--- src/hw/rtl/pfan_pkg.sv ---
// Package for the polygon face area normal unit.
// Holds widths, queue sizing and the types shared by the front, queue and back.
// No dependencies.
package pfan_pkg;

   // Coordinate format: signed fixed point with 12 fraction bits.
   localparam int COORD_BITS        = 24;
   localparam int MAX_FACE_VERTICES = 64;
   localparam int SUM_BITS          = 56;

   // Derived arithmetic widths.
   localparam int PROD_BITS = 2 * COORD_BITS;
   localparam int TERM_BITS = PROD_BITS + 2;

   // The vertex count saturates at MAX_FACE_VERTICES + 1.
   localparam int CNT_BITS = $clog2(MAX_FACE_VERTICES + 2);

   // Work queue between front and back.
   localparam int QUEUE_DEPTH = 4;
   localparam int QPTR_BITS   = $clog2(QUEUE_DEPTH);
   localparam int QCNT_BITS   = $clog2(QUEUE_DEPTH + 1);

   typedef logic signed [COORD_BITS-1:0] coord_type;
   typedef logic signed [SUM_BITS-1:0]   sum_type;
   typedef logic signed [PROD_BITS-1:0]  prod_type;

   typedef struct packed {
      coord_type x;
      coord_type y;
      coord_type z;
   } vert_type;

   // One classified vertex, ready for the arithmetic back end.
   typedef struct packed {
      vert_type prev;       // previous vertex of the face
      vert_type cur;        // this vertex
      vert_type first;      // first vertex of the face (this vertex if it starts one)
      logic     pair;       // a previous vertex exists, so prev x cur is added
      logic     last;       // face closes here, so cur x first is added
      logic     too_long;   // face has more vertices than supported
   } work_type;

   // Queue status seen by its neighbors.
   typedef struct packed {
      logic full;
      logic empty;
   } qstat_type;

endpackage

--- src/hw/rtl/pfan_if.sv ---
// Channel interfaces for the polygon face area normal unit.
// Depends on pfan_pkg for the coordinate and sum widths.
interface pfan_req_if import pfan_pkg::*; ();
   logic      valid;
   logic      ready;
   coord_type vertex_x;
   coord_type vertex_y;
   coord_type vertex_z;
   logic      last_vertex;

   modport source (output valid, output vertex_x, output vertex_y, output vertex_z,
                   output last_vertex, input ready);
   modport sink   (input valid, input vertex_x, input vertex_y, input vertex_z,
                   input last_vertex, output ready);
endinterface


--- src/hw/rtl/pfan_front.sv ---
// Front end: accepts vertex words, tracks first and previous vertex and the count.
// Depends on pfan_pkg and pfan_req_if; feeds pfan_queue.
module pfan_front import pfan_pkg::*; (
   input  logic           clock,
   input  logic           reset,
   pfan_req_if.sink       req_chan,
   input  qstat_type      qstat,
   output logic           push,
   output work_type       push_work
);

   vert_type             first_ff, first_in;
   vert_type             prev_ff, prev_in;
   logic [CNT_BITS-1:0]  count_ff, count_in;
   logic [CNT_BITS-1:0]  count_inc;
   logic                 accept;
   logic                 face_start;
   vert_type             cur;

   assign req_chan.ready = !qstat.full;
   assign accept         = req_chan.valid && !qstat.full;
   assign face_start     = (count_ff == '0);

   assign cur.x = req_chan.vertex_x;
   assign cur.y = req_chan.vertex_y;
   assign cur.z = req_chan.vertex_z;

   // Saturating vertex count.
   always_comb begin
      if (count_ff <= CNT_BITS'(MAX_FACE_VERTICES)) begin
         count_inc = count_ff + CNT_BITS'(1);
      end else begin
         count_inc = count_ff;
      end
   end

   // Next-state for the face tracking registers.
   always_comb begin
      first_in = first_ff;
      prev_in  = prev_ff;
      count_in = count_ff;
      if (accept) begin
         prev_in = cur;
         if (face_start) begin
            first_in = cur;
         end
         if (req_chan.last_vertex) begin
            count_in = '0;
         end else begin
            count_in = count_inc;
         end
      end
   end

   // Classified word toward the back end.
   always_comb begin
      push               = accept;
      push_work.prev     = prev_ff;
      push_work.cur      = cur;
      push_work.first    = face_start ? cur : first_ff;
      push_work.pair     = !face_start;
      push_work.last     = req_chan.last_vertex;
      push_work.too_long = (count_inc > CNT_BITS'(MAX_FACE_VERTICES));
   end

   always_ff @(posedge clock) begin
      if (reset) begin
         first_ff <= '0;
         prev_ff  <= '0;
         count_ff <= '0;
      end else begin
         first_ff <= first_in;
         prev_ff  <= prev_in;
         count_ff <= count_in;
      end
   end

`ifndef SYNTHESIS
   // A closing vertex always leaves the next vertex starting a new face.
   a_count_cleared: assert property (@(posedge clock) disable iff (reset)
      accept && req_chan.last_vertex |=> count_ff == '0)
      else $error("vertex count not cleared after face end");
`endif

endmodule

--- src/flat_wrapper.sv ---
// flat-port wrapper written by rule: the top's interface ports become plain ports
module pfan_front_flat import pfan_pkg::*;
  (clock, reset, qstat, push, push_work, req_chan_valid, req_chan_vertex_x, req_chan_vertex_y, req_chan_vertex_z, req_chan_last_vertex, req_chan_ready);
  pfan_req_if req_chan_i ();
  input  logic clock;
  input  logic reset;
  input  qstat_type qstat;
  output logic push;
  output work_type push_work;
  input wire logic [$bits(req_chan_i.valid)-1:0] req_chan_valid;
  input wire logic [$bits(req_chan_i.vertex_x)-1:0] req_chan_vertex_x;
  input wire logic [$bits(req_chan_i.vertex_y)-1:0] req_chan_vertex_y;
  input wire logic [$bits(req_chan_i.vertex_z)-1:0] req_chan_vertex_z;
  input wire logic [$bits(req_chan_i.last_vertex)-1:0] req_chan_last_vertex;
  output wire logic [$bits(req_chan_i.ready)-1:0] req_chan_ready;
  assign req_chan_i.valid = req_chan_valid;
  assign req_chan_i.vertex_x = req_chan_vertex_x;
  assign req_chan_i.vertex_y = req_chan_vertex_y;
  assign req_chan_i.vertex_z = req_chan_vertex_z;
  assign req_chan_i.last_vertex = req_chan_last_vertex;
  assign req_chan_ready = req_chan_i.ready;
  pfan_front u_core (.clock(clock), .reset(reset), .req_chan(req_chan_i), .qstat(qstat), .push(push), .push_work(push_work));
endmodule
--- config.mk ---
export PLATFORM = sky130hd
export DESIGN_NAME = pfan_front_flat
export DESIGN_NICKNAME = d
export VERILOG_FILES = /design/src/hw/rtl/pfan_pkg.sv /design/src/hw/rtl/pfan_if.sv /design/src/hw/rtl/pfan_front.sv /design/src/flat_wrapper.sv
export SDC_FILE = /design/constraint.sdc
export NUM_CORES = 1
export LEC_CHECK = 0
export BUFFER_PORTS_ARGS = -buffer_cell sky130_fd_sc_hd__buf_4
export CORE_MARGIN = 2
export CORE_UTILIZATION = 48
export DETAILED_ROUTE_END_ITERATION = 16
export GPL_TIMING_DRIVEN = 0
export HOLD_SLACK_MARGIN = 0.06
export PLACE_DENSITY = 0.9
export SLEW_MARGIN = 20
export SYNTH_ARGS = -nofsm -noshare
export SYNTH_HDL_FRONTEND = slang
export SYNTH_SLANG_ARGS = --single-unit
--- constraint.sdc ---
create_clock -name clock -period 3.2 [get_ports clock]
set_clock_uncertainty 0.05 [all_clocks]
set_input_delay 0.48 -clock clock [delete_from_list [all_inputs] [get_ports clock]]
set_output_delay 0.48 -clock clock [all_outputs]
set_load 0.02 [all_outputs]
=== Yosys cells after proc, flatten, opt, wreduce, memory -nomap -nowiden ===
Cells that the tools add are included.

* Output and inout port bits: 221
* Word-level logic and storage cells: 17
* Flip-flop bits (word level): 151
* Bits of input ports: 78

* Order comparisons: 2
* Mux-type cells: 3
* Add/sub/neg operators: 1
* Reductions and logical operators: 4

{| class="wikitable"
|+ Operators by type and width
! cell !! number
|-
| two-way mux 72 bit || 1
|-
| two-way mux 7 bit || 2
|-
| adder 7 x 1 -> 7 bit (second input constant) || 1
|-
| greater-than comparator 7 bit (second input constant) || 1
|-
| less-or-equal comparator 7 bit (second input constant) || 1
|-
| logical NOT 7 bit || 1
|-
| logical NOT 1 bit || 2
|-
| logical AND 1 bit || 1
|}

=== Longest topological paths before layout ===
* Word-level depth: 3
* Gate-level depth with buffers: 7
* Gate-level depth less buffers: 6

=== Worst setup path before layout ===
Ideal clock, no wire load.

* Path type: reg-to-output
* Start point: reg u_core.count_ff[0]
* End point: out push_work[0] (netlist bit)
* Path buffers: 0
* Data arrival time: 2.062 ns
* Cell stages (with the launch flop): 7
* Path slack: 0.608 ns
* Data required time: 2.670 ns
* Cell sequence: dfxtp_1 -> inv_1 -> ha_1 -> or3b_4 -> o21ai_0 -> mux2_2 -> a31oi_1

{| class="wikitable"
|+ RTL lines
! element !! RTL line !! text
|-
| start: declaration || pfan_front.sv:14 || <nowiki>logic [CNT_BITS-1:0] count_ff, count_in;</nowiki>
|-
| start signal: assignment || pfan_front.sv:74 || <nowiki>count_ff <= count_in;</nowiki>
|-
| end: declaration || flat_wrapper.sv:9 || <nowiki>output work_type push_work;</nowiki>
|}

==> qor.txt <==
Outcome - completed
Worst-margin pin slew - 0.986 ns
Number of global-route vias before repair - 6589
Final period utilization - 0.960
Max-slew violations - 0
Tightest Hold Check Type - primary input to flop
DP HPWL - 15.7 mm
CP Max Fanout - 10
Max_cap viols - 0
CP Data Arrival Time - 2.54 ns
M1 GR Usage - 0.300
Total gr overflow - 0
Post-Place Cell Area - 9350 µm²
PortBufs - 296
Die height - 124 µm
Mapped Area - 6900 µm²
Fmax - 325 MHz
# placed instances - 1321
Sequential area share after synthesis - 0.438
Initial antenna violation count - 1
RSZ-0062 raised after global routing - false
Global-route wire length before repair - 31.9 mm
Setup TNS - 0 ns
CTS Hold Bufs - 0
Post-Syn Area per Cell - 8.17 µm²
Die area - 15400 µm²
Gpl congestion - 0.847
Largest net degree at the start of global routing - 17
Pwr dens - 515 nW/µm²
TritonCTS clock tree - yes
Kind of critical path - flop to primary output
Chip Width - 124 µm
Avg WL per Cell - 15.6 µm
Yosys cell types - 38
CTS Buf Count - 17
Core area - 14000 µm²
Clk_lat worst skew - 0.41 ns
# nets final - 1243
Final hold violation count - 0
Layout cells sized above 1 - 0.414
Clk buf depth - 2
# rows - 43
Setup ws final - 0.128 ns
Root buffer cell - clkbuf_16
Antenna diodes - 0
DRT Wirelength - 21.1 mm
Starting Density - 0.493
DR iter-0 viols - 386
Synth Instances - 845
Post-Place Worst Slack - 0.231 ns
Synth warnings - 0
Rel. slew slack - 0.337
Non-filler cells in the finished layout - 1353
Met2 usage - 0.478
Grt met3 use - 0.0755
Clk sinks - 151
Minimum clock period - 3.07 ns
Drt pass-1 iters - 5
Reg clk slew, reported paths - 0.06 ns
Via count - 6908
Pleak - 4.44 nW
Residual DRC - 0
ANT nets after route - 0
Layout area overhead - 44.7%
CTS HTree Levels - 4
FF+latch count, synth - 151
Post-synthesis net count - 925
CP required - 2.67 ns
Post-route cell area - 9990 µm²
Gr busiest metal - met2
IO Pins - 299
Via density - 5.11
CP startpoint kind - flop
Total track usage - 0.268
Setup crit end kind - primary output
Setup violations, final - 0
Maximum vdd drop - 320 µV
logic make-up (layout without fill, tap and decap cells):
logic type / count (synthesis) / in the layout / share of synthesized area
buf+inv: 137 / 465 / 0.130
compound gates: 165 / 165 / 0.124
flops: 151 / 151 / 0.438
mux: 73 / 73 / 0.119
fa+ha+maj: 2 / 2 / 0.00363
simple gates: 315 / 315 / 0.183
xor+xnor: 2 / 2 / 0.00254
through the flow:
step | util | hold WS [ns] | total power [mW]
floorplan | - | 0.382 | 2.62
global placement | 0.668 | 0.388 | 3.06
detailed placement | 0.668 | 0.394 | 3.09
CTS | 0.714 | 0.264 | 5.16
global route | 0.714 | 0.275 | 5.33
finish | 0.714 | 0.282 | 5.14
layout make-up:
type,instances,area [µm²]
sequential,151,3020
clock buffer,21,460
multi-input combinational,557,2990
buffer,130,868
tap,180,225
clock inverter,8,149
fill,1104,4000
timing repair buffer,299,2250
inverter,7,26.3
where the power goes:
group,switching [mW],total [mW],internal [mW]
Combinational,0.571,1.04,0.469
Sequential,0.0451,2.01,1.97
Clock,0.752,2.09,1.33
Total,1.37,5.14,3.77
synth_stat cells:
library cell | n | share of area
a211o_1 | 1 | 0.0013
a211oi_1 | 1 | 0.0011
a21boi_0 | 1 | 0.0011
a21oi_1 | 150 | 0.11
a31o_2 | 1 | 0.0013
a31oi_1 | 2 | 0.0018
a41oi_1 | 1 | 0.0013
and2_1 | 1 | 0.00091
and4b_1 | 2 | 0.0029
buf_1 | 3 | 0.0016
buf_2 | 1 | 0.00072
buf_4 | 73 | 0.079
buf_6 | 14 | 0.023
clkbuf_1 | 39 | 0.021
dfxtp_1 | 151 | 0.44
ha_1 | 2 | 0.0036
inv_1 | 7 | 0.0038
mux2_1 | 6 | 0.0098
mux2_2 | 67 | 0.11
nand2_1 | 293 | 0.16
nand2b_1 | 1 | 0.00091
nand3_1 | 2 | 0.0015
nand3b_1 | 1 | 0.0011
nand4_1 | 2 | 0.0018
nand4b_1 | 1 | 0.0013
nor2_1 | 5 | 0.0027
nor3_1 | 2 | 0.0015
nor3_4 | 1 | 0.0024
nor3b_1 | 1 | 0.0011
nor4_4 | 1 | 0.0031
o211a_1 | 1 | 0.0015
o21ai_0 | 5 | 0.0036
o31a_1 | 1 | 0.0013
o32ai_1 | 1 | 0.0013
or2_1 | 1 | 0.00091
or3b_4 | 1 | 0.0016
xnor2_1 | 1 | 0.0013
xor2_1 | 1 | 0.0013
metal layers:
metal	wire length, µm	part of all wire
met1	8040	0.38
met2	10800	0.51
met3	1800	0.085
met4	435	0.021
met5	16	0.00076
path summary, 6_finish.rpt:
check	start	end	slack (ns)	cells past startpoint
hold reg to reg	u_core.first_ff[56]	u_core.first_ff[56]	0.40	2
setup reg to reg	u_core.count_ff[0]	u_core.first_ff[34]	0.79	7
setup / recovery	u_core.count_ff[0]	push_work[69]	0.13	8
hold / removal	req_chan_vertex_y[2]	u_core.push_work[173]	0.28	3
placed cells by master, fill, tap and decap left out, drive strengths merged, types with 2 or more instances in the layout:
master and n:
dfxtp 151, inv 7, clkinvlp 2, bufinv 4
ha 2, mux2 73, o21ai 5, clkinv 2
a21oi 150, nand3 2, buf 390, nor2 5
nand4 2, clkbuf 60, and4b 2, nand2 293
nor3 3, a31oi 2
registers in the layout (all words and copies together), names as in the netlist:
signal,cells
u_core.push_work,72
u_core.count_ff,7
u_core.first_ff,72
critical path: stages (launching register included):
cell and delay, ns:
dfxtp_1 0.37, inv_1 0.12, ha_1 0.16, or3b_4 0.43
nor3_4 0.18, buf_4 0.18, buf_6 0.16, mux2_2 0.37
buf_4 0.17
repair_timing:
action,in CTS,in global routing
pin swaps,1,1
setup endpoints to repair,73,2
setup buffers,3,0
gates resized for setup,1,2
No activity file was read; power rests on OpenSTA's default activity.
