**config.mk**
```make
export PLATFORM = sky130hd
export DESIGN_NAME = pfan_queue
export DESIGN_NICKNAME = d
export VERILOG_FILES = /design/src/hw/rtl/pfan_pkg.sv /design/src/hw/rtl/pfan_queue.sv
export SDC_FILE = /design/constraint.sdc
export NUM_CORES = 1
export LEC_CHECK = 0
export BUFFER_PORTS_ARGS = -buffer_cell sky130_fd_sc_hd__buf_2
export CAP_MARGIN = 25
export CORE_ASPECT_RATIO = 0.7
export CORE_MARGIN = 1
export CORE_UTILIZATION = 45
export CTS_CLUSTER_SIZE = 10
export DETAILED_ROUTE_END_ITERATION = 8
export PLACE_DENSITY_LB_ADDON = 0.15
export RECOVER_POWER = 25
export SETUP_SLACK_MARGIN = 0.05
export SLEW_MARGIN = 20
export SYNTH_ARGS = -nofsm -noshare
export SYNTH_HDL_FRONTEND = slang
export SYNTH_SLANG_ARGS = --single-unit
```
**constraint.sdc**
```tcl
create_clock -name clock -period 6.4 [get_ports clock]
set_input_delay 0.96 -clock clock [delete_from_list [all_inputs] [get_ports clock]]
set_output_delay 0.96 -clock clock [all_outputs]
set_load 0.005 [all_outputs]
```
**src/hw/rtl/pfan_pkg.sv**
```systemverilog
// Package for the polygon face area normal unit.
// Holds widths, queue sizing and the types shared by the front, queue and back.
// No dependencies.
package pfan_pkg;

   // Coordinate format: signed fixed point with 12 fraction bits.
   localparam int COORD_BITS        = 24;
   localparam int MAX_FACE_VERTICES = 64;
   localparam int SUM_BITS          = 56;

   // Derived arithmetic widths.
   localparam int PROD_BITS = 2 * COORD_BITS;
   localparam int TERM_BITS = PROD_BITS + 2;

   // The vertex count saturates at MAX_FACE_VERTICES + 1.
   localparam int CNT_BITS = $clog2(MAX_FACE_VERTICES + 2);

   // Work queue between front and back.
   localparam int QUEUE_DEPTH = 4;
   localparam int QPTR_BITS   = $clog2(QUEUE_DEPTH);
   localparam int QCNT_BITS   = $clog2(QUEUE_DEPTH + 1);

   typedef logic signed [COORD_BITS-1:0] coord_type;
   typedef logic signed [SUM_BITS-1:0]   sum_type;
   typedef logic signed [PROD_BITS-1:0]  prod_type;

   typedef struct packed {
      coord_type x;
      coord_type y;
      coord_type z;
   } vert_type;

   // One classified vertex, ready for the arithmetic back end.
   typedef struct packed {
      vert_type prev;       // previous vertex of the face
      vert_type cur;        // this vertex
      vert_type first;      // first vertex of the face (this vertex if it starts one)
      logic     pair;       // a previous vertex exists, so prev x cur is added
      logic     last;       // face closes here, so cur x first is added
      logic     too_long;   // face has more vertices than supported
   } work_type;

   // Queue status seen by its neighbors.
   typedef struct packed {
      logic full;
      logic empty;
   } qstat_type;

endpackage

```
**src/hw/rtl/pfan_queue.sv**
```systemverilog
// Short work queue that decouples the front end from the arithmetic back end.
// Depends on pfan_pkg.
module pfan_queue import pfan_pkg::*; (
   input  logic      clock,
   input  logic      reset,
   input  logic      push,
   input  work_type  push_work,
   input  logic      pop,
   output work_type  head_work,
   output qstat_type qstat
);

   work_type              slot_ff [QUEUE_DEPTH];
   logic [QPTR_BITS-1:0]  wr_ptr_ff, wr_ptr_in;
   logic [QPTR_BITS-1:0]  rd_ptr_ff, rd_ptr_in;
   logic [QCNT_BITS-1:0]  count_ff, count_in;
   logic                  do_push;
   logic                  do_pop;

   assign qstat.full  = (count_ff == QCNT_BITS'(QUEUE_DEPTH));
   assign qstat.empty = (count_ff == '0);
   assign do_push     = push && !qstat.full;
   assign do_pop      = pop && !qstat.empty;
   assign head_work   = slot_ff[rd_ptr_ff];

   // Pointer and occupancy update, with wrap at the queue depth.
   always_comb begin
      wr_ptr_in = wr_ptr_ff;
      rd_ptr_in = rd_ptr_ff;
      count_in  = count_ff;
      if (do_push) begin
         wr_ptr_in = (wr_ptr_ff == QPTR_BITS'(QUEUE_DEPTH - 1)) ? '0
                                                                : wr_ptr_ff + QPTR_BITS'(1);
      end
      if (do_pop) begin
         rd_ptr_in = (rd_ptr_ff == QPTR_BITS'(QUEUE_DEPTH - 1)) ? '0
                                                                : rd_ptr_ff + QPTR_BITS'(1);
      end
      if (do_push && !do_pop) begin
         count_in = count_ff + QCNT_BITS'(1);
      end else if (do_pop && !do_push) begin
         count_in = count_ff - QCNT_BITS'(1);
      end
   end

   always_ff @(posedge clock) begin
      if (reset) begin
         wr_ptr_ff <= '0;
         rd_ptr_ff <= '0;
         count_ff  <= '0;
      end else begin
         wr_ptr_ff <= wr_ptr_in;
         rd_ptr_ff <= rd_ptr_in;
         count_ff  <= count_in;
      end
   end

   // Storage slots carry no reset.
   always_ff @(posedge clock) begin
      if (do_push) begin
         slot_ff[wr_ptr_ff] <= push_work;
      end
   end

`ifndef SYNTHESIS
   a_count_bound: assert property (@(posedge clock) disable iff (reset)
      count_ff <= QCNT_BITS'(QUEUE_DEPTH))
      else $error("queue occupancy beyond depth");

   a_ptr_gap: assert property (@(posedge clock) disable iff (reset)
      (count_ff == '0 || count_ff == QCNT_BITS'(QUEUE_DEPTH)) |-> wr_ptr_ff == rd_ptr_ff)
      else $error("queue pointers disagree with occupancy");
`endif

endmodule

```
# --- Yosys cells after proc, flatten, opt, wreduce, memory -nomap -nowiden ---
# Memories as Yosys holds them, arrays and structs flattened. A register that Yosys moved wholly into a read port is not among the register bits.
# Index checks and enable logic that the tools add are counted.
word_totals:
  reg_bits: 7
  ramBits: 876
  input_bits: 223
  out_inout_bits: 221
  wordCells: 29
  mem_count: 1
classes:
  n_addsub: 4
  eq_ne: 3
  muxes: 8
  reduce_logical: 10
mem_list:
  columns: ["name", "depth", "word_bits", "rd", "rd_ports_with_merged_regs", "wr", "line", "text"]
  rows:
  - ["slot_ff", 4, 219, 1, 1, 1, "pfan_queue.sv:13", "work_type slot_ff [QUEUE_DEPTH];"]
ops:
  columns: ["op", "count"]
  rows:
  - ["$mux 2", 4]
  - ["$mux 3", 2]
  - ["$add 2x1->2 const B", 2]
  - ["$eq 2x2->1 const B", 2]
  - ["$logic_and 1x1->1", 4]
  - ["$logic_not 1->1", 4]
  - ["$add 3x1->3 const B", 1]
  - ["$eq 3x3->1 const B", 1]
  - ["$logic_not 3->1", 1]
  - ["$sub 3x1->3 const B", 1]
  - ["$mux 1", 2]
  - ["$reduce_bool 2->1", 1]

# --- Logic depth before layout (Yosys ltp) ---
# Gate-level depths: netlist (run 1).
depth:
  ltp_word: 7
  mapped_depth: 10
  ltp_nobuf: 9

# --- Worst setup path after synthesis (run 1) ---
# No wires, ideal clock.
synth_path:
  kind: "input port to flip-flop"
  start: "in push"
  end: "mem slot_ff[3][0] in the netlist's numbering (enable)"
  setup_ps: 608
  arrival_ps: 6007
  required_time_ps: 5792
  path_slack_ps: -215
  cell_stages: 1
  n_path_buf: 0
  path_cell_list: "and3_1"
synth_between:
  elab_chain_cells: 3
synth_rtl:
  columns: ["element", "line", "text"]
  rows:
  - ["from (decl)", "pfan_queue.sv:6", "input logic push,"]
  - ["$logic_and 1x1->1", "pfan_queue.sv:22", "assign do_push = push && !qstat.full;"]
  - ["$mux 1", "pfan_queue.sv:60", "if (do_push) begin"]
  - ["$mux 1 (not written as such)", "pfan_queue.sv:61", "slot_ff[wr_ptr_ff] <= push_work;"]
  - ["to (decl)", "pfan_queue.sv:13", null]
# Every way passes these cells.

==> flow_metrics.env, run 1 <==
export IMPL_die_y_um=226
export IMPL_port_buffers=443
export IMPL_seq_area_frac_synth_pct=82.0
export IMPL_yosys_register_bits=885
export IMPL_finalCriticalPeriod_ns=3.83
export IMPL_fin_crit_sh_pct=59.9
export IMPL_setup_viol=0
export IMPL_critical_path_class="reg2out"
export IMPL_grt_pass1_wl_um=93500
export IMPL_drt_iter0_drc=875
export IMPL_hold_viol=0
export IMPL_cts_tree="built"
export IMPL_drive_gt1_share_pct=37.3
export IMPL_rsz0062_at_grt="no"
export IMPL_postCtsHoldBufs=0
export IMPL_synth_compound_area_share_pct=0.139
export IMPL_place_inst=2556
export IMPL_clkLatencyLatePin_ns=0.64
export IMPL_globalRoute_totalOverflow=0
export IMPL_antenna_found_initial=8
export IMPL_ios=444
export IMPL_worstMarginPinSlew_ns=0.958
export IMPL_layout_common_cells="edfxtp_1, buf_2, mux4_2, clkbuf_1, clkbuf_16"
export IMPL_first_pass_iters=5
export IMPL_die_x_um=322
export IMPL_synth_xor_area_share_pct=0.0542
export IMPL_num_vias=14100
export IMPL_final_common_cell="edfxtp_1"
export IMPL_cp_end_kind="primary output"
export IMPL_synth_simple_gate_area_share_pct=0.263
export IMPL_ys_types=25
export IMPL_gp_congestion=0.733
export IMPL_muxShareOfSynthArea_pct=15.3
export IMPL_num_rows=81
export IMPL_reg2reg_slack_ns=3.70
export IMPL_status="finished, final reports clean"
export IMPL_power_density_nw_per_um2=389
export IMPL_yosysTopAreaCell="edfxtp_1"
export IMPL_initial_core_util_pct=45.9
export IMPL_synth_top_family_by_area="multiplexers"
export IMPL_slew_viol_final=0
export IMPL_hp_class="reg2reg"
export IMPL_maxCapViolCount=0
export IMPL_cts_buffers=98
export IMPL_fin_cells=2685
export IMPL_yosys_top_cells_area="edfxtp_1, mux4_2, buf_12"
export IMPL_p_leak_nw=12.1
export IMPL_grt_pass1_vias=14800
export IMPL_layout_nets=1933
export IMPL_utilization_pct=53.7
export IMPL_worstPathArrival_ns=2.87
export IMPL_reg2reg_depth=3
export IMPL_clock_fmax_ghz=0.261
export IMPL_cts_resized=0
export IMPL_wl_per_cell_um=23.6
export IMPL_holdPathStages=2
export IMPL_dieArea_um2=72900
export IMPL_synth_area_um2=32300
export IMPL_critPathMaxFanout=57
export IMPL_skew_ns=0.0191
export IMPL_clk_pin_slew_ns=0.06
export IMPL_max_slew_margin_rel_pct=36.1
export IMPL_clock_path_buffers=3
export IMPL_critPathLaunchType="flip-flop"
export IMPL_postRouteAntennaNets=0
export IMPL_finalSetupTns_ns=0
export IMPL_cp_required_ns=5.44
export IMPL_synth_top_cell_area_share_pct=81.4
export IMPL_core_um2=70400
export IMPL_cts_setup_buffers=0
export IMPL_syn_avg_cell_area_um2=27.1
export IMPL_place_hpwl_um=36500
export IMPL_wl_um=63400
export IMPL_clock_sinks=885
export IMPL_yosys_warnings=0
export IMPL_areaGrowthSynthToFinish_pct=17.2
export IMPL_grt_max_degree=122
export IMPL_vdd_drop_max_uv=217
export IMPL_clock_root_buffer="clkbuf_16"
export IMPL_htreeDepth=3
export IMPL_vias_per_cell=5.26
export IMPL_syn_nets=1424
export IMPL_groute_usage_overall_pct=17.5
export IMPL_drcViolationCount=0
export IMPL_syn_inst=1194
export IMPL_yosys_area_share_adder_pct=0.294
flip-flops by register name, indices dropped and copies added (netlist names), named ones only:
register   count
slot_ff      876
rd_ptr_ff      2
wr_ptr_ff      2
count_ff       3
critical path, stage by stage, from the launching register on:
cell and delay (ns):
dfxtp_4 0.65, buf_12 0.29, buf_12 0.42, mux4_2 0.65, buf_2 0.16
power breakdown:
| part | internal, mW | switching, mW | total (mW) | leakage [nW] |
|---|---|---|---|---|
| clock network | 2.80 | 2.01 | 4.81 | 1.28 |
| registers | 7.02 | 0.148 | 7.17 | 8.10 |
| logic | 1.36 | 1.40 | 2.76 | 2.76 |
final timing paths:
check / startpoint / to
setup / recovery: flip-flop / head_work[102]
hold / removal: rd_ptr_ff[0] / flip-flop
setup reg to reg: count_ff[0] / slot_ff[1][22]
hold reg to reg: rd_ptr_ff[0] / flip-flop
Yosys cell counts, drive strengths merged:
library cell    n
a21oi           3
and3            4
buf            48
clkbuf          3
dfxtp           9
edfxtp        876
fa              1
ha              6
inv             5
mux2i           2
mux4          219
nand2           1
nand3           2
nor2            4
nor3            2
o21ai           2
o31ai           2
or3             2
or3b            1
xor2            2
per-stage QoR:
step                setup slack [ns]  power (mW)  hold slack [ns]  cell area [um^2]
global placement                2.96        10.1            0.499             35400
CTS                             2.26        15.0            0.485             38000
detailed placement              2.97        10.1            0.510             35400
finish                          2.57        14.7            0.523             37900
floorplan                       2.32        9.12            0.463             32300
global route                    2.33        15.4            0.522             37900
cells by family after synthesis:
kind of cell	Yosys count
XOR/XNOR	2
adder cells (fa/ha/maj)	7
buffers and inverters	56
flip-flops	885
AO/OA/AOI/OAI	7
multiplexers	221
AND/OR/NAND/NOR	16
metal layers:
| layer | track usage (%) | routed length [um] |
|---|---|---|
| met1 | 22.9 | 25600 |
| met2 | 28.3 | 31800 |
| met3 | 5.38 | 4540 |
| met4 | 5.41 | 1340 |
| met5 | 0 | 94 |
final cells by class:
class	instances	area [um^2]
diodes	2	5.00
clock buffers	123	2610
clock inverters	3	22.5
fillers	5470	32600
inverters	5	18.8
multi-input cells	253	5220
flip-flops and latches	885	26500
well taps	954	1190
repair buffers	460	2300
No activity file was read; power rests on OpenSTA's default activity.
==> run 2: changes to the inputs <==
- clock period: 6.4 -> 3.5 ns (I/O delays scaled with it)
==> run 2 against run 1 <==
Net effect: non-clock buffer count grew 21; register-to-register slack lost 2.5 ns; sequential power grew 83%.
==> flow_metrics.env, run 2 (same netlist as run 1, synthesis figures left out) <==
export IMPL_postCtsHoldBufs=0
export IMPL_max_slew_margin_rel_pct=45.7
export IMPL_postRouteAntennaNets=0
export IMPL_cts_setup_buffers=0
export IMPL_setup_viol=0
export IMPL_p_leak_nw=12.3
export IMPL_cts_buffers=99
export IMPL_vias_per_cell=5.26
export IMPL_final_common_cell="edfxtp_1"
export IMPL_utilization_pct=54.2
export IMPL_rsz0062_at_grt="no"
export IMPL_clock_fmax_ghz=0.327
export IMPL_worst_hold_path_endpoint="slot_ff[2][197]"
export IMPL_cp_num_buf_inv=2
export IMPL_drt_iter0_drc=876
export IMPL_reg2reg_depth=9
export IMPL_port_buffers=443
export IMPL_clock_sinks=885
export IMPL_critPathMaxFanout=20
export IMPL_r2r_end="count_ff[2]"
export IMPL_num_vias=14200
export IMPL_wl_um=64900
export IMPL_grt_max_degree=76
export IMPL_core_um2=70400
export IMPL_cts_tree="built"
export IMPL_ios=444
export IMPL_grt_pass1_wl_um=95500
export IMPL_first_pass_iters=5
export IMPL_critPathLaunchType="flip-flop"
export IMPL_layout_common_cells="edfxtp_1, buf_2, mux4_2, clkbuf_1, clkbuf_16"
export IMPL_groute_usage_overall_pct=18.0
export IMPL_reg_top3="slot_ff (876), count_ff (3)"
export IMPL_die_x_um=322
export IMPL_cts_resized=0
export IMPL_place_inst=2578
export IMPL_slowest_stage="dfxtp_4"
export IMPL_preCtsSetupSlack_ns=1.02
export IMPL_slew_viol_final=0
export IMPL_dieArea_um2=72900
export IMPL_finalSetupTns_ns=0
export IMPL_grt_busiest_layer="met2"
export IMPL_reg2reg_slack_ns=1.20
export IMPL_met2_usage_pct=28.6
export IMPL_finalCriticalPeriod_ns=3.05
export IMPL_skew_ns=0.0221
export IMPL_holdPathStages=1
export IMPL_clock_path_buffers=3
export IMPL_antenna_found_initial=13
export IMPL_cpPeakStageDelay_ns=0.68
export IMPL_clk_pin_slew_ns=0.05
export IMPL_fin_cells=2705
export IMPL_cp_end_kind="primary output"
export IMPL_grt_use_met1_pct=23.6
export IMPL_drcViolationCount=0
export IMPL_hp_class="in2reg"
export IMPL_critical_path_class="reg2out"
export IMPL_fin_crit_sh_pct=87.2
export IMPL_maxCapViolCount=0
export IMPL_grt_pass1_vias=15100
export IMPL_clock_root_buffer="clkbuf_16"
export IMPL_wl_per_cell_um=24.0
export IMPL_die_y_um=226
export IMPL_htreeDepth=3
export IMPL_layout_setup_ws_ns=0.446
export IMPL_design_area_um2=38200
export IMPL_layout_nets=1955
export IMPL_place_hpwl_um=39300
export IMPL_num_rows=81
export IMPL_globalRoute_totalOverflow=0
export IMPL_largest_reg_flops=876
export IMPL_power_density_nw_per_um2=712
export IMPL_gp_congestion=0.749
export IMPL_cp_cell_sequence="buf_4, mux4_2, buf_2"
export IMPL_clkLatencyLatePin_ns=0.64
export IMPL_hold_viol=0
export IMPL_met3_usage_pct=5.85
export IMPL_largest_register="slot_ff"
export IMPL_worstPathArrival_ns=2.53
export IMPL_fillers=5441
export IMPL_vdd_drop_max_uv=531
export IMPL_worst_r2r_startpoint="count_ff[0]"
export IMPL_cp_required_ns=2.97
export IMPL_areaGrowthSynthToFinish_pct=18.2
export IMPL_status="finished, final reports clean"
export IMPL_hp_start="push_work[197]"
export IMPL_drive_gt1_share_pct=38.8
export IMPL_initial_core_util_pct=45.9
export IMPL_place_area_um2=35700
export IMPL_crit_family="flip-flops"
export IMPL_worstMarginPinSlew_ns=0.815
==> run 2: changes by cell type in the layout (fill, tap and decap cells not counted), sizes merged <==
| cell | delta |
|---|---|
| bufinv | +1 |
| clkinvlp | +1 |
| buf | +30 |
| clkbuf | -16 |
| diode | +2 |
| clkinv | +1 |
| inv | +1 |
==> run 2: report_power, final <==
group	internal, mW	switching, mW	total (mW)
logic	2.59	2.60	5.19
clock network	5.16	3.71	8.87
registers	12.8	0.308	13.1
==> run 2: worst max-delay path by stage <==
stage / start / to / slack [ns] / depth (start not counted)
floorplan: count_ff[0] / slot_ff[0][0] / -0.30 / 3
global placement: flip-flop / head_work[178] / 1.01 / 3
detailed placement: flip-flop / head_work[152] / 1.02 / 3
CTS: flip-flop / head_work[154] / 0.31 / 3
global route: flip-flop / head_work[178] / 0.28 / 3
finish: flip-flop / head_work[154] / 0.45 / 3
==> run 2: cell type report <==
cell class / instances / area (um^2) / share of cell area, %
multi-input cells: 253 / 5220 / 13.7
diodes: 4 / 10.0 / 0.0262
well taps: 954 / 1190 / 3.13
repair buffers: 481 / 2590 / 6.79
clock buffers: 116 / 2560 / 6.71
flip-flops and latches: 885 / 26500 / 69.4
inverters: 5 / 18.8 / 0.0491
clock inverters: 7 / 106 / 0.278
==> run 2: worst register-to-register path, stage by stage (launching register included) <==
cell and delay [ns]:
dfxtp_1 0.43, or3b_1 0.31, inv_2 0.08, nor2_1 0.19, ha_1 0.22, inv_1 0.06
fa_1 0.37, xor2_1 0.16, or3_1 0.30, a21oi_1 0.13
==> run 2: routing by layer <==
layer  share of wire, %  vias up
li1                   -     6236
met1                 41     7500
met2                 50      356
met3                7.1      123
met4                2.3       24
met5               0.25        -
==> run 2: through the flow <==
stage	power [mW]	hold WS (ns)
final	27.2	0.105
after global routing	28.4	0.0800
after CTS	27.7	0.0369
after detailed placement	18.7	0.493
after global placement	18.7	0.471
after floorplan	16.7	0.463
